`src/ktsu_pkg.sv`:
```
// ----------------------------------------------------------------------------
// ktsu_pkg
// Shared constants, codes and types for the keyed priority task store.
// ----------------------------------------------------------------------------
`default_nettype none
package ktsu_pkg;

  localparam int CAPACITY = 64;
  localparam int IDX_W = (CAPACITY > 1) ? $clog2(CAPACITY) : 1;

  typedef enum logic [1:0] {
    CMD_ADD    = 2'd0,
    CMD_CHANGE = 2'd1,
    CMD_REMOVE = 2'd2,
    CMD_EXEC   = 2'd3
  } cmd_t;

  typedef enum logic [1:0] {
    ST_OK        = 2'd0,
    ST_NOT_FOUND = 2'd1,
    ST_FULL      = 2'd2,
    ST_EMPTY     = 2'd3
  } status_t;

  typedef enum logic [1:0] {
    WR_SET   = 2'd0,
    WR_PRIO  = 2'd1,
    WR_CLEAR = 2'd2,
    WR_NONE  = 2'd3
  } wr_op_t;

  typedef struct packed {
    logic             active;
    logic             hit;
    logic [IDX_W-1:0] hit_idx;
    logic             free_ok;
    logic [IDX_W-1:0] free_idx;
    logic             top_ok;
    logic [31:0]      top_prio;
    logic [15:0]      top_task;
    logic [15:0]      top_owner;
    logic [IDX_W-1:0] top_idx;
  } scan_t;

  typedef struct packed {
    logic             en;
    wr_op_t           op;
    logic [IDX_W-1:0] idx;
    logic [15:0]      tsk;
    logic [15:0]      owner;
    logic [31:0]      prio;
  } wr_t;

endpackage
`default_nettype wire

```
`src/ktsu_cell.sv`:
```
// ----------------------------------------------------------------------------
// ktsu_cell
// One store entry plus one stage of the search record that walks the chain.
// ----------------------------------------------------------------------------
`default_nettype none
module ktsu_cell import ktsu_pkg::*; (
  input  logic             clk,
  input  logic             rst,
  input  logic [IDX_W-1:0] cell_idx,
  input  logic [15:0]      key,
  input  scan_t            scan_in,
  output scan_t            scan_out,
  input  wr_t              wr
);

  logic        valid;
  logic [15:0] tsk;
  logic [15:0] owner;
  logic [31:0] prio;
  scan_t       scan_next;
  logic        sel;

  assign sel = wr.en && (wr.idx == cell_idx);

  always_ff @(posedge clk) begin
    if (rst) begin
      valid <= 1'b0;
    end else if (sel) begin
      unique case (wr.op)
        WR_SET:   valid <= 1'b1;
        WR_CLEAR: valid <= 1'b0;
        default:  valid <= valid;
      endcase
    end
  end

  always_ff @(posedge clk) begin
    if (sel && wr.op == WR_SET) begin
      tsk   <= wr.tsk;
      owner <= wr.owner;
    end
    if (sel && (wr.op == WR_SET || wr.op == WR_PRIO)) begin
      prio <= wr.prio;
    end
  end

  always_comb begin
    scan_next = scan_in;
    if (valid && tsk == key) begin
      scan_next.hit     = 1'b1;
      scan_next.hit_idx = cell_idx;
    end
    if (!valid && !scan_in.free_ok) begin
      scan_next.free_ok  = 1'b1;
      scan_next.free_idx = cell_idx;
    end
    if (valid && (!scan_in.top_ok || prio > scan_in.top_prio ||
                  (prio == scan_in.top_prio && tsk > scan_in.top_task))) begin
      scan_next.top_ok    = 1'b1;
      scan_next.top_prio  = prio;
      scan_next.top_task  = tsk;
      scan_next.top_owner = owner;
      scan_next.top_idx   = cell_idx;
    end
  end

  always_ff @(posedge clk) begin
    if (rst) begin
      scan_out <= '0;
    end else begin
      scan_out <= scan_next;
    end
  end

endmodule
`default_nettype wire

```
`config.mk`:
```
export PLATFORM = sky130hd
export DESIGN_NAME = ktsu_cell
export DESIGN_NICKNAME = d
export VERILOG_FILES = /design/src/ktsu_pkg.sv /design/src/ktsu_cell.sv
export SDC_FILE = /design/constraint.sdc
export NUM_CORES = 1
export LEC_CHECK = 0
export BUFFER_PORTS_ARGS = -buffer_cell sky130_fd_sc_hd__buf_2
export CAP_MARGIN = 20
export CORE_UTILIZATION = 45
export CTS_CLUSTER_SIZE = 8
export DETAILED_ROUTE_END_ITERATION = 8
export PLACE_DENSITY_LB_ADDON = 0.08
export SLEW_MARGIN = 20
export SYNTH_ARGS = -nofsm -noshare
export SYNTH_HDL_FRONTEND = slang
export SYNTH_SLANG_ARGS = --single-unit
```
`constraint.sdc`:
```
create_clock -name clk -period 7.55 [get_ports clk]
set_input_delay 0.755 -clock clk [delete_from_list [all_inputs] [get_ports clk]]
set_output_delay 0.755 -clock clk [all_outputs]
set_load 0.01 [all_outputs]
```
==> qor.yml <==
clock-root-buffer: "clkbuf_16"
dpl_cell_area_sq_mm: 0.0106
slowest_delay_ns: 0.65
vias: 7944
wl_per_cell_microns: 18.7
dieWidth_microns: 146
critPathMaxFanout: 62
drt_iter0_markers: 417
finClkSkew_ns: 0.00823
syn_area_sq_mm: 0.00927
post_drt_via_cell_ratio: 5.55
clkTransAtPathRegs_ns: 0.07
port_buffers: 268
grt_pass1_wl_microns: 41800
regArea_sq_mm: 0.00366
max_freq_ghz: 0.287
fin_tns_setup_ns: 0
p_leak_nw: 4.86
worstSetupPathType: "flip-flop to flip-flop"
hpwlAfterDp_microns: 16900
rows: 52
fin_crit_sh_pct: 46.2
cts.htree.levels: 4
antenna_found_initial: 4
syn_nets: 1163
cts_sinks: 151
post_cts_buffers: 0
setup-violations-final: 0
clock_path_buffers: 2
layout.nets: 1377
pwr_density_cell_mw_per_mm2: 184
power_mw: 2.08
cts.repair.resized: 0
synth_seq_area_share_pct: 39.5
clockPowerShare_pct: 45.2
ys_ff_latch: 151
dieHeight_microns: 146
grt-ovfl-total: 0
p_sw_mw: 0.536
synth_cell_types: 43
clock_latency_ns: 0.43
core_area_sq_mm: 0.0202
drc_errors: 0
first_pass_iters: 5
syn_avg_cell_area_sq_um: 9.94
worstMarginPinSlew_ns: 1.01
arrival_ns: 3.78
power.share.sequential_pct: 42.6
ir_worst_vdd_mv: 0.132
hold_buffers: 0
hp-class: "primary input to flip-flop"
period_needed_ns: 3.49
internal-power_mw: 1.54
pwr-share-comb_pct: 12.2
fillCellCount: 1869
synth_edf_count: 64
synth-async-reset-ratio_pct: 0
cp-start-kind: "flip-flop"
hold_viol_final: 0
die-area_sq_mm: 0.0212
multi_input_area_sq_mm: 0.00501
num_io_pins: 269
cts_tree: "done"
status: "finished clean"
antenna_left: 0
start_util_pct: 45.8
cts-buffers-inserted: 17
drive_above_1_share_pct: 33.9
crit_path_end_kind: "flip-flop"
rsz0062_at_grt: "no"
place.gp.congestion: 0.806
synthCells: 932
report.final.slew_viol_count: 0
crit_slowest_cell: "buf_4"
track_usage_pct: 25.2
final_area_sq_mm: 0.0113
area_growth_pct: 21.8
crit_chain: "ha_1 -> nand4_1 -> nor4_2 -> o21ai_1 -> nand4_4 -> buf_4 -> a211o_1 -> o211ai_2"
yosysWarningCount: 0
slew_headroom_pct: 32.3
ys.flop_type: "dfxtp_1"
critical_path_required_ns: 7.84
grt_pass1_vias: 7791
swShare_pct: 25.8
totalWireLength_microns: 26800
maxCapViolCount: 0
grt_max_degree: 91
==> cell usage after synthesis, drive strengths merged (2+ instances only) <==
cell      n  share of area [%]
or4       3               0.24
nor2b   163                 11
a211o    46                4.3
inv      53                2.1
a32oi    70                6.6
buf      31                2.5
xnor2    15                1.4
nor2     17               0.69
xor2      7               0.66
dfxtp    87                 19
a21oi    27                1.5
nand2    17               0.69
nand4    15                1.2
clkbuf   52                2.1
o21ai    36                1.9
o211ai   72                9.7
a22oi     2               0.16
nor4      5               0.54
mux2i     6               0.65
nor3      5               0.32
edfxtp   64                 21
nand3    77                4.2
a21o      3               0.24
ha       48                6.5
==> through the flow <==
| stage | util [%] | hold WS [ns] | std cells | setup WS [ns] |
|---|---|---|---|---|
| 6_report | 55.8 | 0.497 | 1432 | 4.06 |
| 2_1_floorplan | - | 0.629 | 932 | 4.32 |
| 5_1_grt | 55.8 | 0.471 | 1431 | 3.88 |
| 4_1_cts | 55.7 | 0.482 | 1429 | 4.09 |
| 3_5_place_dp | 52.5 | 0.676 | 1397 | 3.68 |
| 3_3_place_gp | 52.5 | 0.666 | 1397 | 3.66 |
==> worst max-delay path, delay by kind of cell, from the launching register on <==
kind,cells,cell delay [ns]
AO/OA/AOI/OAI,3,0.53
adder cells (fa/ha/maj),1,0.32
AND/OR/NAND/NOR,3,1.28
flip-flops,1,0.48
buffers and inverters,1,0.65
==> cell usage in the layout, fill, tap and decap left out, types with 3 or more instances in the layout <==
cell type / netlist / layout
inv_6: 0 / 5
nor3_1: 4 / 4
o211ai_2: 71 / 71
a21oi_1: 27 / 27
diode_2: 0 / 3
a211o_1: 46 / 46
inv_1: 53 / 52
nand2_1: 17 / 17
nor2b_1: 163 / 163
xor2_1: 7 / 7
mux2i_1: 6 / 6
nor4_2: 3 / 3
nand3_1: 77 / 77
clkbuf_16: 0 / 20
dfxtp_1: 87 / 87
nand4_1: 12 / 12
ha_1: 48 / 48
o21ai_0: 35 / 35
nor2_1: 17 / 16
xnor2_1: 15 / 15
buf_2: 20 / 267
edfxtp_1: 64 / 64
a32oi_1: 70 / 70
buf_4: 0 / 11
==> path summary, 6_finish.rpt <==
kind / startpoint / slack, ns / cells past startpoint / to
min: wr[21] / 0.50 / 1 / prio[21]
max reg2reg: tsk[12] / 4.06 / 8 / scan_out[59]
max: tsk[12] / 4.06 / 8 / scan_out[59]
min reg2reg: owner[0] / 0.70 / 3 / scan_out[6]
==> layer usage <==
metal	part of all wire, %	global-route usage [%]	vias up
li1	-	-	3911
met3	5.2	5.42	21
met5	0.049	0	-
met1	45	32.6	3769
met2	48	42.4	241
met4	1.4	6.89	2
==> logic make-up after synthesis <==
kind of cell	share of synthesized area, %
and+or+nand+nor	19.1
AOI/OAI and AO/OA	25.4
DFF	39.5
buffers and inverters	6.79
adders and majority gates	6.48
xor gates and xnor gates	2.08
muxes	0.648
==> power by group through the flow <==
| stage | Combinational (mW) | Sequential, mW | Clock, mW |
|---|---|---|---|
| after floorplan | 0.130 | 0.915 | 0 |
| after global placement | 0.251 | 0.903 | 0 |
| after detailed placement | 0.252 | 0.903 | 0 |
| after CTS | 0.254 | 0.885 | 0.957 |
| after global routing | 0.278 | 0.887 | 0.988 |
| final | 0.253 | 0.885 | 0.940 |
==> area by class of cell <==
cell class / count / share of cell area, %
clock buffer: 20 / 4.44
tap: 270 / 2.99
antenna: 3 / 0.0665
inverter: 53 / 1.76
multi-input combinational: 645 / 44.4
clock inverter: 12 / 1.31
sequential: 151 / 32.5
timing repair buffer: 278 / 12.6
==> flip-flops by register name, summed over array words and instances (netlist names) <==
name	count
tsk	16
owner	16
valid	1
scan_out	86
prio	32
(Power assumes the default switching activity.)
